File: src/design/gfc_pkg.sv
// shared types and constants of the gated frequency counter
`timescale 1ns / 1ps
`default_nettype none

package gfc_pkg;

    localparam int COUNT_WIDTH = 32;
    localparam int RATE_W      = 10;
    localparam int FREQ_W      = 32;
    localparam int MANT_W      = 15;
    localparam int SCALE_W     = 3;
    localparam int PROD_W      = (COUNT_WIDTH + RATE_W > FREQ_W) ?
                                 COUNT_WIDTH + RATE_W : FREQ_W + 1;
    localparam int QUEUE_DEPTH = 4;
    localparam int QUEUE_AW    = $clog2(QUEUE_DEPTH);
    localparam int ADDR_W      = 3;
    localparam int DATA_W      = 32;

    localparam logic [RATE_W-1:0]  RATE_RESET = RATE_W'(10);
    localparam logic [FREQ_W-1:0]  HYST_RESET = FREQ_W'(10);
    localparam logic [FREQ_W-1:0]  FREQ_MAX   = '1;
    localparam logic [FREQ_W-1:0]  MANT_LIMIT = FREQ_W'(32767);
    localparam logic [SCALE_W-1:0] SCALE_MAX  = SCALE_W'(6);
    // floor(x / 10) == (x * DIV10_RECIP) >> DIV10_SHIFT for any 32-bit x
    localparam logic [FREQ_W-1:0]  DIV10_RECIP = 32'hCCCC_CCCD;
    localparam int                 DIV10_SHIFT = 35;

    typedef enum logic {
        REG_RATE = 1'b0,
        REG_HYST = 1'b1
    } gfc_reg_t;

    typedef enum logic [2:0] {
        S_IDLE,
        S_MUL,
        S_UPDATE,
        S_HYST,
        S_SCALE,
        S_EMIT
    } gfc_state_t;

    typedef struct packed {
        logic edge_seen;
        logic gate_close;
    } gfc_in_t;

    typedef struct packed {
        logic [FREQ_W-1:0]  frequency_hz;
        logic [MANT_W-1:0]  mantissa;
        logic [SCALE_W-1:0] decimal_scale;
        logic               change_event;
        logic               window_done;
    } gfc_out_t;

    // one classified tick: plain tick or window close with its edge count
    typedef struct packed {
        logic                   gate;
        logic [COUNT_WIDTH-1:0] count;
    } gfc_entry_t;

endpackage

`default_nettype wire

File: src/design/gfc_front.sv
// front end: takes ticks, keeps the saturating edge count, classifies
`timescale 1ns / 1ps
`default_nettype none

module gfc_front (
    input  wire logic                aclk,
    input  wire logic                aresetn,
    input  wire logic                s_valid,
    output logic                     s_ready,
    input  wire gfc_pkg::gfc_in_t    s_data,
    output logic                     push_valid,
    input  wire logic                push_ready,
    output gfc_pkg::gfc_entry_t      push_entry
);

    logic [gfc_pkg::COUNT_WIDTH-1:0] count_reg;
    logic [gfc_pkg::COUNT_WIDTH-1:0] count_next;
    logic [gfc_pkg::COUNT_WIDTH-1:0] count_inc;

    always_comb begin
        count_inc = count_reg;
        if (s_data.edge_seen && (count_reg != '1)) begin
            count_inc = count_reg + gfc_pkg::COUNT_WIDTH'(1);
        end
        count_next = count_reg;
        if (s_valid && push_ready) begin
            count_next = s_data.gate_close ? '0 : count_inc;
        end
    end

    assign s_ready          = push_ready;
    assign push_valid       = s_valid;
    assign push_entry.gate  = s_data.gate_close;
    assign push_entry.count = count_inc;

    always_ff @(posedge aclk) begin
        if (!aresetn) begin
            count_reg <= '0;
        end else begin
            count_reg <= count_next;
        end
    end

endmodule

`default_nettype wire

File: src/design/gfc_queue.sv
// short request queue between front and back end
`timescale 1ns / 1ps
`default_nettype none

module gfc_queue (
    input  wire logic                 aclk,
    input  wire logic                 aresetn,
    input  wire logic                 push_valid,
    output logic                      push_ready,
    input  wire gfc_pkg::gfc_entry_t  push_entry,
    output logic                      pop_valid,
    input  wire logic                 pop_ready,
    output gfc_pkg::gfc_entry_t       pop_entry
);

    gfc_pkg::gfc_entry_t            mem_reg [gfc_pkg::QUEUE_DEPTH];
    logic [gfc_pkg::QUEUE_AW-1:0]   wr_ptr_reg;
    logic [gfc_pkg::QUEUE_AW-1:0]   wr_ptr_next;
    logic [gfc_pkg::QUEUE_AW-1:0]   rd_ptr_reg;
    logic [gfc_pkg::QUEUE_AW-1:0]   rd_ptr_next;
    logic [gfc_pkg::QUEUE_AW:0]     fill_reg;
    logic [gfc_pkg::QUEUE_AW:0]     fill_next;
    logic                           do_push;
    logic                           do_pop;

    assign push_ready = (fill_reg != (gfc_pkg::QUEUE_AW+1)'(gfc_pkg::QUEUE_DEPTH));
    assign pop_valid  = (fill_reg != '0);
    assign pop_entry  = mem_reg[rd_ptr_reg];
    assign do_push    = push_valid && push_ready;
    assign do_pop     = pop_valid && pop_ready;

    always_comb begin
        wr_ptr_next = do_push ? wr_ptr_reg + gfc_pkg::QUEUE_AW'(1) : wr_ptr_reg;
        rd_ptr_next = do_pop ? rd_ptr_reg + gfc_pkg::QUEUE_AW'(1) : rd_ptr_reg;
        fill_next   = fill_reg;
        if (do_push && !do_pop) begin
            fill_next = fill_reg + (gfc_pkg::QUEUE_AW+1)'(1);
        end else if (!do_push && do_pop) begin
            fill_next = fill_reg - (gfc_pkg::QUEUE_AW+1)'(1);
        end
    end

    always_ff @(posedge aclk) begin
        if (do_push) begin
            mem_reg[wr_ptr_reg] <= push_entry;
        end
    end

    always_ff @(posedge aclk) begin
        if (!aresetn) begin
            wr_ptr_reg <= '0;
            rd_ptr_reg <= '0;
            fill_reg   <= '0;
        end else begin
            wr_ptr_reg <= wr_ptr_next;
            rd_ptr_reg <= rd_ptr_next;
            fill_reg   <= fill_next;
        end
    end

endmodule

`default_nettype wire

File: src/design/gfc_back.sv
// back end: window evaluation, deadband, hysteresis, mantissa and result register
`timescale 1ns / 1ps
`default_nettype none

module gfc_back (
    input  wire logic                         aclk,
    input  wire logic                         aresetn,
    input  wire logic                         pop_valid,
    output logic                              pop_ready,
    input  wire gfc_pkg::gfc_entry_t          pop_entry,
    input  wire logic [gfc_pkg::RATE_W-1:0]   rate,
    input  wire logic [gfc_pkg::FREQ_W-1:0]   hyst,
    output logic                              m_valid,
    input  wire logic                         m_ready,
    output gfc_pkg::gfc_out_t                 m_data
);

    gfc_pkg::gfc_state_t                state_reg, state_next;
    logic [gfc_pkg::COUNT_WIDTH-1:0]    count_reg, count_next;
    logic [gfc_pkg::PROD_W-1:0]         prod_reg, prod_next;
    logic [gfc_pkg::FREQ_W-1:0]         cur_reg, cur_next;
    logic [gfc_pkg::FREQ_W-1:0]         last_reg, last_next;
    logic [gfc_pkg::FREQ_W-1:0]         val_reg, val_next;
    logic [gfc_pkg::SCALE_W-1:0]        scale_reg, scale_next;
    logic                               event_reg, event_next;
    logic [gfc_pkg::MANT_W-1:0]         mant_cache_reg, mant_cache_next;
    logic [gfc_pkg::SCALE_W-1:0]        scale_cache_reg, scale_cache_next;
    logic                               out_valid_reg, out_valid_next;
    gfc_pkg::gfc_out_t                  out_data_reg, out_data_next;

    logic                               out_free;
    logic [gfc_pkg::FREQ_W-1:0]         raw;
    logic [gfc_pkg::FREQ_W-1:0]         diff;
    logic [2*gfc_pkg::FREQ_W-1:0]       div_prod;

    assign out_free = !out_valid_reg || m_ready;
    assign m_valid  = out_valid_reg;
    assign m_data   = out_data_reg;
    assign div_prod = (2*gfc_pkg::FREQ_W)'(val_reg) * (2*gfc_pkg::FREQ_W)'(gfc_pkg::DIV10_RECIP);

    always_comb begin
        state_next       = state_reg;
        count_next       = count_reg;
        prod_next        = prod_reg;
        cur_next         = cur_reg;
        last_next        = last_reg;
        val_next         = val_reg;
        scale_next       = scale_reg;
        event_next       = event_reg;
        mant_cache_next  = mant_cache_reg;
        scale_cache_next = scale_cache_reg;
        out_valid_next   = out_valid_reg && !m_ready;
        out_data_next    = out_data_reg;
        pop_ready        = 1'b0;
        raw              = (prod_reg > gfc_pkg::PROD_W'(gfc_pkg::FREQ_MAX)) ?
                           gfc_pkg::FREQ_MAX : prod_reg[gfc_pkg::FREQ_W-1:0];
        diff             = '0;

        unique case (state_reg)
            gfc_pkg::S_IDLE: begin
                if (pop_valid) begin
                    if (pop_entry.gate) begin
                        pop_ready  = 1'b1;
                        count_next = pop_entry.count;
                        state_next = gfc_pkg::S_MUL;
                    end else if (out_free) begin
                        // plain tick reports the stored frequency as is
                        pop_ready                   = 1'b1;
                        out_valid_next              = 1'b1;
                        out_data_next.frequency_hz  = cur_reg;
                        out_data_next.mantissa      = mant_cache_reg;
                        out_data_next.decimal_scale = scale_cache_reg;
                        out_data_next.change_event  = 1'b0;
                        out_data_next.window_done   = 1'b0;
                    end
                end
            end
            gfc_pkg::S_MUL: begin
                prod_next  = gfc_pkg::PROD_W'(count_reg) * gfc_pkg::PROD_W'(rate);
                state_next = gfc_pkg::S_UPDATE;
            end
            gfc_pkg::S_UPDATE: begin
                // noise deadband
                diff = (raw > cur_reg) ? raw - cur_reg : cur_reg - raw;
                if (diff > gfc_pkg::FREQ_W'(rate)) begin
                    cur_next = raw;
                end
                state_next = gfc_pkg::S_HYST;
            end
            gfc_pkg::S_HYST: begin
                diff = (cur_reg > last_reg) ? cur_reg - last_reg : last_reg - cur_reg;
                event_next = (diff > hyst);
                if (diff > hyst) begin
                    last_next = cur_reg;
                end
                val_next   = cur_reg;
                scale_next = '0;
                state_next = gfc_pkg::S_SCALE;
            end
            gfc_pkg::S_SCALE: begin
                // one divide by ten per cycle
                if (val_reg > gfc_pkg::MANT_LIMIT) begin
                    val_next   = gfc_pkg::FREQ_W'(div_prod[2*gfc_pkg::FREQ_W-1:gfc_pkg::DIV10_SHIFT]);
                    scale_next = scale_reg + gfc_pkg::SCALE_W'(1);
                end else begin
                    state_next = gfc_pkg::S_EMIT;
                end
            end
            gfc_pkg::S_EMIT: begin
                if (out_free) begin
                    out_valid_next              = 1'b1;
                    out_data_next.frequency_hz  = cur_reg;
                    out_data_next.mantissa      = val_reg[gfc_pkg::MANT_W-1:0];
                    out_data_next.decimal_scale = scale_reg;
                    out_data_next.change_event  = event_reg;
                    out_data_next.window_done   = 1'b1;
                    mant_cache_next             = val_reg[gfc_pkg::MANT_W-1:0];
                    scale_cache_next            = scale_reg;
                    state_next                  = gfc_pkg::S_IDLE;
                end
            end
            default: begin
                state_next = gfc_pkg::S_IDLE;
            end
        endcase
    end

    always_ff @(posedge aclk) begin
        if (!aresetn) begin
            state_reg       <= gfc_pkg::S_IDLE;
            cur_reg         <= '0;
            last_reg        <= '0;
            mant_cache_reg  <= '0;
            scale_cache_reg <= '0;
            out_valid_reg   <= 1'b0;
        end else begin
            state_reg       <= state_next;
            cur_reg         <= cur_next;
            last_reg        <= last_next;
            mant_cache_reg  <= mant_cache_next;
            scale_cache_reg <= scale_cache_next;
            out_valid_reg   <= out_valid_next;
        end
    end

    always_ff @(posedge aclk) begin
        count_reg    <= count_next;
        prod_reg     <= prod_next;
        val_reg      <= val_next;
        scale_reg    <= scale_next;
        event_reg    <= event_next;
        out_data_reg <= out_data_next;
    end

`ifndef NO_ASSERTIONS
    a_event_only_on_window: assert property (@(posedge aclk) disable iff (!aresetn)
        out_valid_reg && !out_data_reg.window_done |-> !out_data_reg.change_event)
        else $error("change event on a tick that closed no window");

    a_scale_range: assert property (@(posedge aclk) disable iff (!aresetn)
        out_valid_reg |-> out_data_reg.decimal_scale <= gfc_pkg::SCALE_MAX)
        else $error("decimal scale out of range");

    a_mantissa_fits: assert property (@(posedge aclk) disable iff (!aresetn)
        state_reg == gfc_pkg::S_EMIT |-> val_reg <= gfc_pkg::MANT_LIMIT)
        else $error("mantissa not reduced before emit");

    a_pop_only_idle: assert property (@(posedge aclk) disable iff (!aresetn)
        pop_ready |-> state_reg == gfc_pkg::S_IDLE)
        else $error("queue popped while a window is in progress");

    a_reset_clears_output: assert property (@(posedge aclk)
        !aresetn |=> !out_valid_reg)
        else $error("result valid right after reset");
`endif

endmodule

`default_nettype wire

File: src/design/gated_frequency_counter.sv
// Gated edge frequency counter, top level with configuration registers.
// Plain ticks pass the request queue and the result register; a window-closing tick also
// passes back end states MUL, UPDATE, HYST, SCALE (0..6 divides by ten) and EMIT.
// Throughput: one plain tick per cycle while the back end is idle and the output is taken;
// a window close occupies the back end while the 4-entry request queue takes ticks until full.
// Reset (aresetn low, synchronous) clears count, frequencies and queue, loads register defaults.
`timescale 1ns / 1ps
`default_nettype none

module gated_frequency_counter (
    input  wire logic                          aclk,
    input  wire logic                          aresetn,
    input  wire logic                          s_valid,
    output logic                               s_ready,
    input  wire gfc_pkg::gfc_in_t              s_data,
    output logic                               m_valid,
    input  wire logic                          m_ready,
    output gfc_pkg::gfc_out_t                  m_data,
    input  wire logic                          psel,
    input  wire logic                          penable,
    input  wire logic                          pwrite,
    input  wire logic [gfc_pkg::ADDR_W-1:0]    paddr,
    input  wire logic [gfc_pkg::DATA_W-1:0]    pwdata,
    output logic [gfc_pkg::DATA_W-1:0]         prdata,
    output logic                               pready
);

    logic [gfc_pkg::RATE_W-1:0] rate_reg, rate_next;
    logic [gfc_pkg::FREQ_W-1:0] hyst_reg, hyst_next;
    gfc_pkg::gfc_reg_t          reg_sel;
    logic                       cfg_write;

    logic                       push_valid;
    logic                       push_ready;
    gfc_pkg::gfc_entry_t        push_entry;
    logic                       pop_valid;
    logic                       pop_ready;
    gfc_pkg::gfc_entry_t        pop_entry;

    assign pready    = 1'b1;
    assign reg_sel   = gfc_pkg::gfc_reg_t'(paddr[2]);
    assign cfg_write = psel && penable && pwrite;

    always_comb begin
        rate_next = rate_reg;
        hyst_next = hyst_reg;
        prdata    = '0;
        unique case (reg_sel)
            gfc_pkg::REG_RATE: begin
                prdata = gfc_pkg::DATA_W'(rate_reg);
                if (cfg_write) begin
                    rate_next = pwdata[gfc_pkg::RATE_W-1:0];
                end
            end
            gfc_pkg::REG_HYST: begin
                prdata = hyst_reg;
                if (cfg_write) begin
                    hyst_next = pwdata;
                end
            end
        endcase
    end

    always_ff @(posedge aclk) begin
        if (!aresetn) begin
            rate_reg <= gfc_pkg::RATE_RESET;
            hyst_reg <= gfc_pkg::HYST_RESET;
        end else begin
            rate_reg <= rate_next;
            hyst_reg <= hyst_next;
        end
    end

    gfc_front u_front (
        .aclk       (aclk),
        .aresetn    (aresetn),
        .s_valid    (s_valid),
        .s_ready    (s_ready),
        .s_data     (s_data),
        .push_valid (push_valid),
        .push_ready (push_ready),
        .push_entry (push_entry)
    );

    gfc_queue u_queue (
        .aclk       (aclk),
        .aresetn    (aresetn),
        .push_valid (push_valid),
        .push_ready (push_ready),
        .push_entry (push_entry),
        .pop_valid  (pop_valid),
        .pop_ready  (pop_ready),
        .pop_entry  (pop_entry)
    );

    gfc_back u_back (
        .aclk      (aclk),
        .aresetn   (aresetn),
        .pop_valid (pop_valid),
        .pop_ready (pop_ready),
        .pop_entry (pop_entry),
        .rate      (rate_reg),
        .hyst      (hyst_reg),
        .m_valid   (m_valid),
        .m_ready   (m_ready),
        .m_data    (m_data)
    );

endmodule

`default_nettype wire
File: config.mk
export PLATFORM = sky130hd
export DESIGN_NAME = gated_frequency_counter
export DESIGN_NICKNAME = d
export VERILOG_FILES = /design/src/design/gfc_pkg.sv /design/src/design/gfc_front.sv /design/src/design/gfc_queue.sv /design/src/design/gfc_back.sv /design/src/design/gated_frequency_counter.sv
export SDC_FILE = /design/constraint.sdc
export NUM_CORES = 2
export LEC_CHECK = 0
export ABC_AREA = 1
export BUFFER_PORTS_ARGS = -buffer_cell sky130_fd_sc_hd__buf_4
export CORE_UTILIZATION = 50
export DETAILED_ROUTE_END_ITERATION = 6
export GPL_ROUTABILITY_DRIVEN = 0
export PLACE_DENSITY_LB_ADDON = 0.05
export SYNTH_ARGS = -nofsm -noshare
export SYNTH_HDL_FRONTEND = slang
export SYNTH_SLANG_ARGS = --single-unit
File: constraint.sdc
create_clock -name aclk -period 6.1 [get_ports aclk]
set_clock_uncertainty 0.15 [all_clocks]
set_input_delay 0.61 -clock aclk [delete_from_list [all_inputs] [get_ports aclk]]
set_output_delay 0.61 -clock aclk [all_outputs]
set_load 0.05 [all_outputs]
==> flow_metrics.env <==
export IMPL_r2r_slack_ns=-0.81
export IMPL_cts_sinks=463
export IMPL_path_delay_family="adder cells"
export IMPL_rsz0062_at_grt="true"
export IMPL_dp_cells=8943
export IMPL_dieArea_sq_um=113400
export IMPL_cts_path_max_buffers=3
export IMPL_port_buffers=127
export IMPL_clk_pin_slew_ns=0.06
export IMPL_worstPathRequired_ns=6.37
export IMPL_nNetsFinal=8868
export IMPL_die_y_um=336.8
export IMPL_violations="setup timing"
export IMPL_via_count=48620
export IMPL_start_util_pct=50.56
export IMPL_final_min_clock_period_ns=6.915
export IMPL_dr_pass1_iters=6
export IMPL_cp_start_kind="flip-flop"
export IMPL_finalSetupViolCount=29
export IMPL_synth_distinct_cells=60
export IMPL_hold_viol=0
export IMPL_io_pins=131
export IMPL_grt_pass1_vias=48370
export IMPL_synth_top_area_share_pct=23.51
export IMPL_grt_total_usage_pct=34.21
export IMPL_h_tree_depth=2
export IMPL_criticalPathCategory="reg -> reg"
export IMPL_synth_flop_cell="edfxtp_1"
export IMPL_num_rows=122
export IMPL_cts_tree="yes"
export IMPL_synth_area_sq_um=56040
export IMPL_synth_most_common_cell="inv_1"
export IMPL_hpwl_um=160100
export IMPL_period_share_pct=113.4
export IMPL_status="complete, but fails checks"
export IMPL_yosys_top_cells_count="1662 x inv_1, 1408 x nand2_1, 658 x fa_1"
export IMPL_synth_top_cell_by_area="fa_1"
export IMPL_post_synth_cell_area_avg_sq_um=8.042
export IMPL_finalSetupTns_ns=-20.77
export IMPL_grt_overflow=0
export IMPL_core_area_sq_um=110800
export IMPL_maxCapViolCount=0
export IMPL_clkLatencyLatePin_ns=0.70
export IMPL_grt_pass1_wl_um=289600
export IMPL_largest_reg_flops=132
export IMPL_synth_seq_cells=463
export IMPL_routedWlPerCell_um=21.03
export IMPL_synth_fp_nets=8269
export IMPL_critPathCaptureType="flip-flop"
export IMPL_slew_viol_final=0
export IMPL_synth_edff_count=294
export IMPL_worst_path_buf_inv=7
export IMPL_cp_data_arrival_time_ns=7.18
export IMPL_maxSlewHeadroom_pct=31.95
export IMPL_critPathMaxFanout=5
export IMPL_critPathSlowestCell="edfxtp_1"
export IMPL_die_w_um=336.8
export IMPL_cpPeakStageDelay_ns=0.55
export IMPL_grt_max_degree=80
export IMPL_drt_drc_violations_left=0
export IMPL_detail_route_vias_per_cell=5.336
export IMPL_layout_drive_gt1_share_pct=16.54
export IMPL_drt_initial_drc_count=4628
export IMPL_ant_nets=0
export IMPL_stdcell_count=9111
export IMPL_async_reset_ff_share_pct=0
export IMPL_synth_cells=6968
export IMPL_antenna_found_initial=11
export IMPL_cts_root_buf="clkbuf_16"
export IMPL_timing_fmax_mhz=144.6
export IMPL_holdCritPathClass="in -> reg"
export IMPL_yosysWarnings=0
export IMPL_tightest_slew_ns=1.019
export IMPL_synth_area_top_cells="fa_1 24%, edfxtp_1 16%, ha_1 13%"
export IMPL_setup_ws_ns=-0.8147
export IMPL_wl_um=191600
export IMPL_synth_seq_area_share_pct=21.79
export IMPL_cts_buffers=57
export IMPL_syn_to_final_growth_pct=19.21
## layout make-up
class                           count  area (sq um)
Fill cell                       10060         44020
Clock buffer                       64          1474
Multi-Input combinational cell   4639         38620
Tap cell                         1488          1862
Timing Repair Buffer              733          5851
Antenna cell                        7         17.52
Sequential cell                   463         12210
Inverter                         1673          6290
Clock inverter                     44         480.5
## cells by family after synthesis
family	share of synthesized area, %
AND/OR/NAND/NOR	16.21
adder cells (fa/ha/maj)	36.88
flip-flops	21.79
buffers and inverters	12.72
XOR/XNOR	2.376
multiplexers	0.3885
other	0.006692
AO/OA/AOI/OAI	9.626
## final timing paths
path,start,to,cells past startpoint
max,u_back.val_reg[19]$_DFFE_PP_,u_back.val_reg[26]$_DFFE_PP_,29
min,pwdata[30],hyst_reg[30]$_SDFFE_PN0P_,3
max reg2reg,u_back.val_reg[19]$_DFFE_PP_,u_back.val_reg[26]$_DFFE_PP_,29
min reg2reg,u_back.mant_cache_reg[7]$_SDFFE_PN0P_,u_back.mant_cache_reg[7]$_SDFFE_PN0P_,2
## cells in the final DEF (no fill, tap or decap), types with 32 or more instances in the layout
cell and n:
inv_1 1605, nand2_1 1378, buf_4 688, fa_1 625
ha_1 535, a21oi_1 453, nor2_1 402, edfxtp_1 294
o21ai_0 289, dfxtp_1 168, nand3_1 151, xor2_1 93
inv_2 63, clkbuf_16 58, ha_4 50, xnor2_1 49
nand3_2 41, nand4_1 40, nor3_1 35, fa_2 33
o21ai_1 32, o22ai_1 32
## repair_timing
| action | 4_1_cts | 5_1_grt |
|---|---|---|
| pin swaps | 65 | 107 |
| endpoints found under the setup margin | 61 | 70 |
| endpoints found under the hold margin | 10 | 0 |
| gates cloned | 0 | 0 |
| resized for setup | 167 | 219 |
| buffers inserted | 17 | 34 |
| hold buffers | 4 | 0 |
## worst register-to-register path, delay by kind of cell, from the launching register on
kind / cells / cell delay [ns]
fa+ha+maj: 9 / 4.17
simple gates: 11 / 1.06
flops: 1 / 0.55
buf+inv: 7 / 0.48
compound gates: 2 / 0.26
## through the flow
stage	util (%)	instance area (sq um)	hold WS (ns)	worst slack, ns
3_3_place_gp	56.83	62980	0.2841	-1.724
2_1_floorplan	-	56540	0.2739	-0.2075
4_1_cts	59.31	65720	0.01601	-0.8429
5_1_grt	60.28	66800	0.05254	-1.022
3_5_place_dp	56.83	62980	0.2900	-1.763
6_report	60.28	66800	0.05613	-0.8147
## routing by layer
layer / global-route usage, % / vias to the layer above / share of wire, %
met5: 0 / - / 0.015
met4: 12.74 / 4 / 4.3
met3: 7.718 / 366 / 9.9
met2: 52.82 / 2002 / 44
met1: 46.84 / 23460 / 42
li1: - / 22790 / -
Power is not shown: default switching activity piles up to over one toggle a cycle in this logic, so the estimate is an artifact.
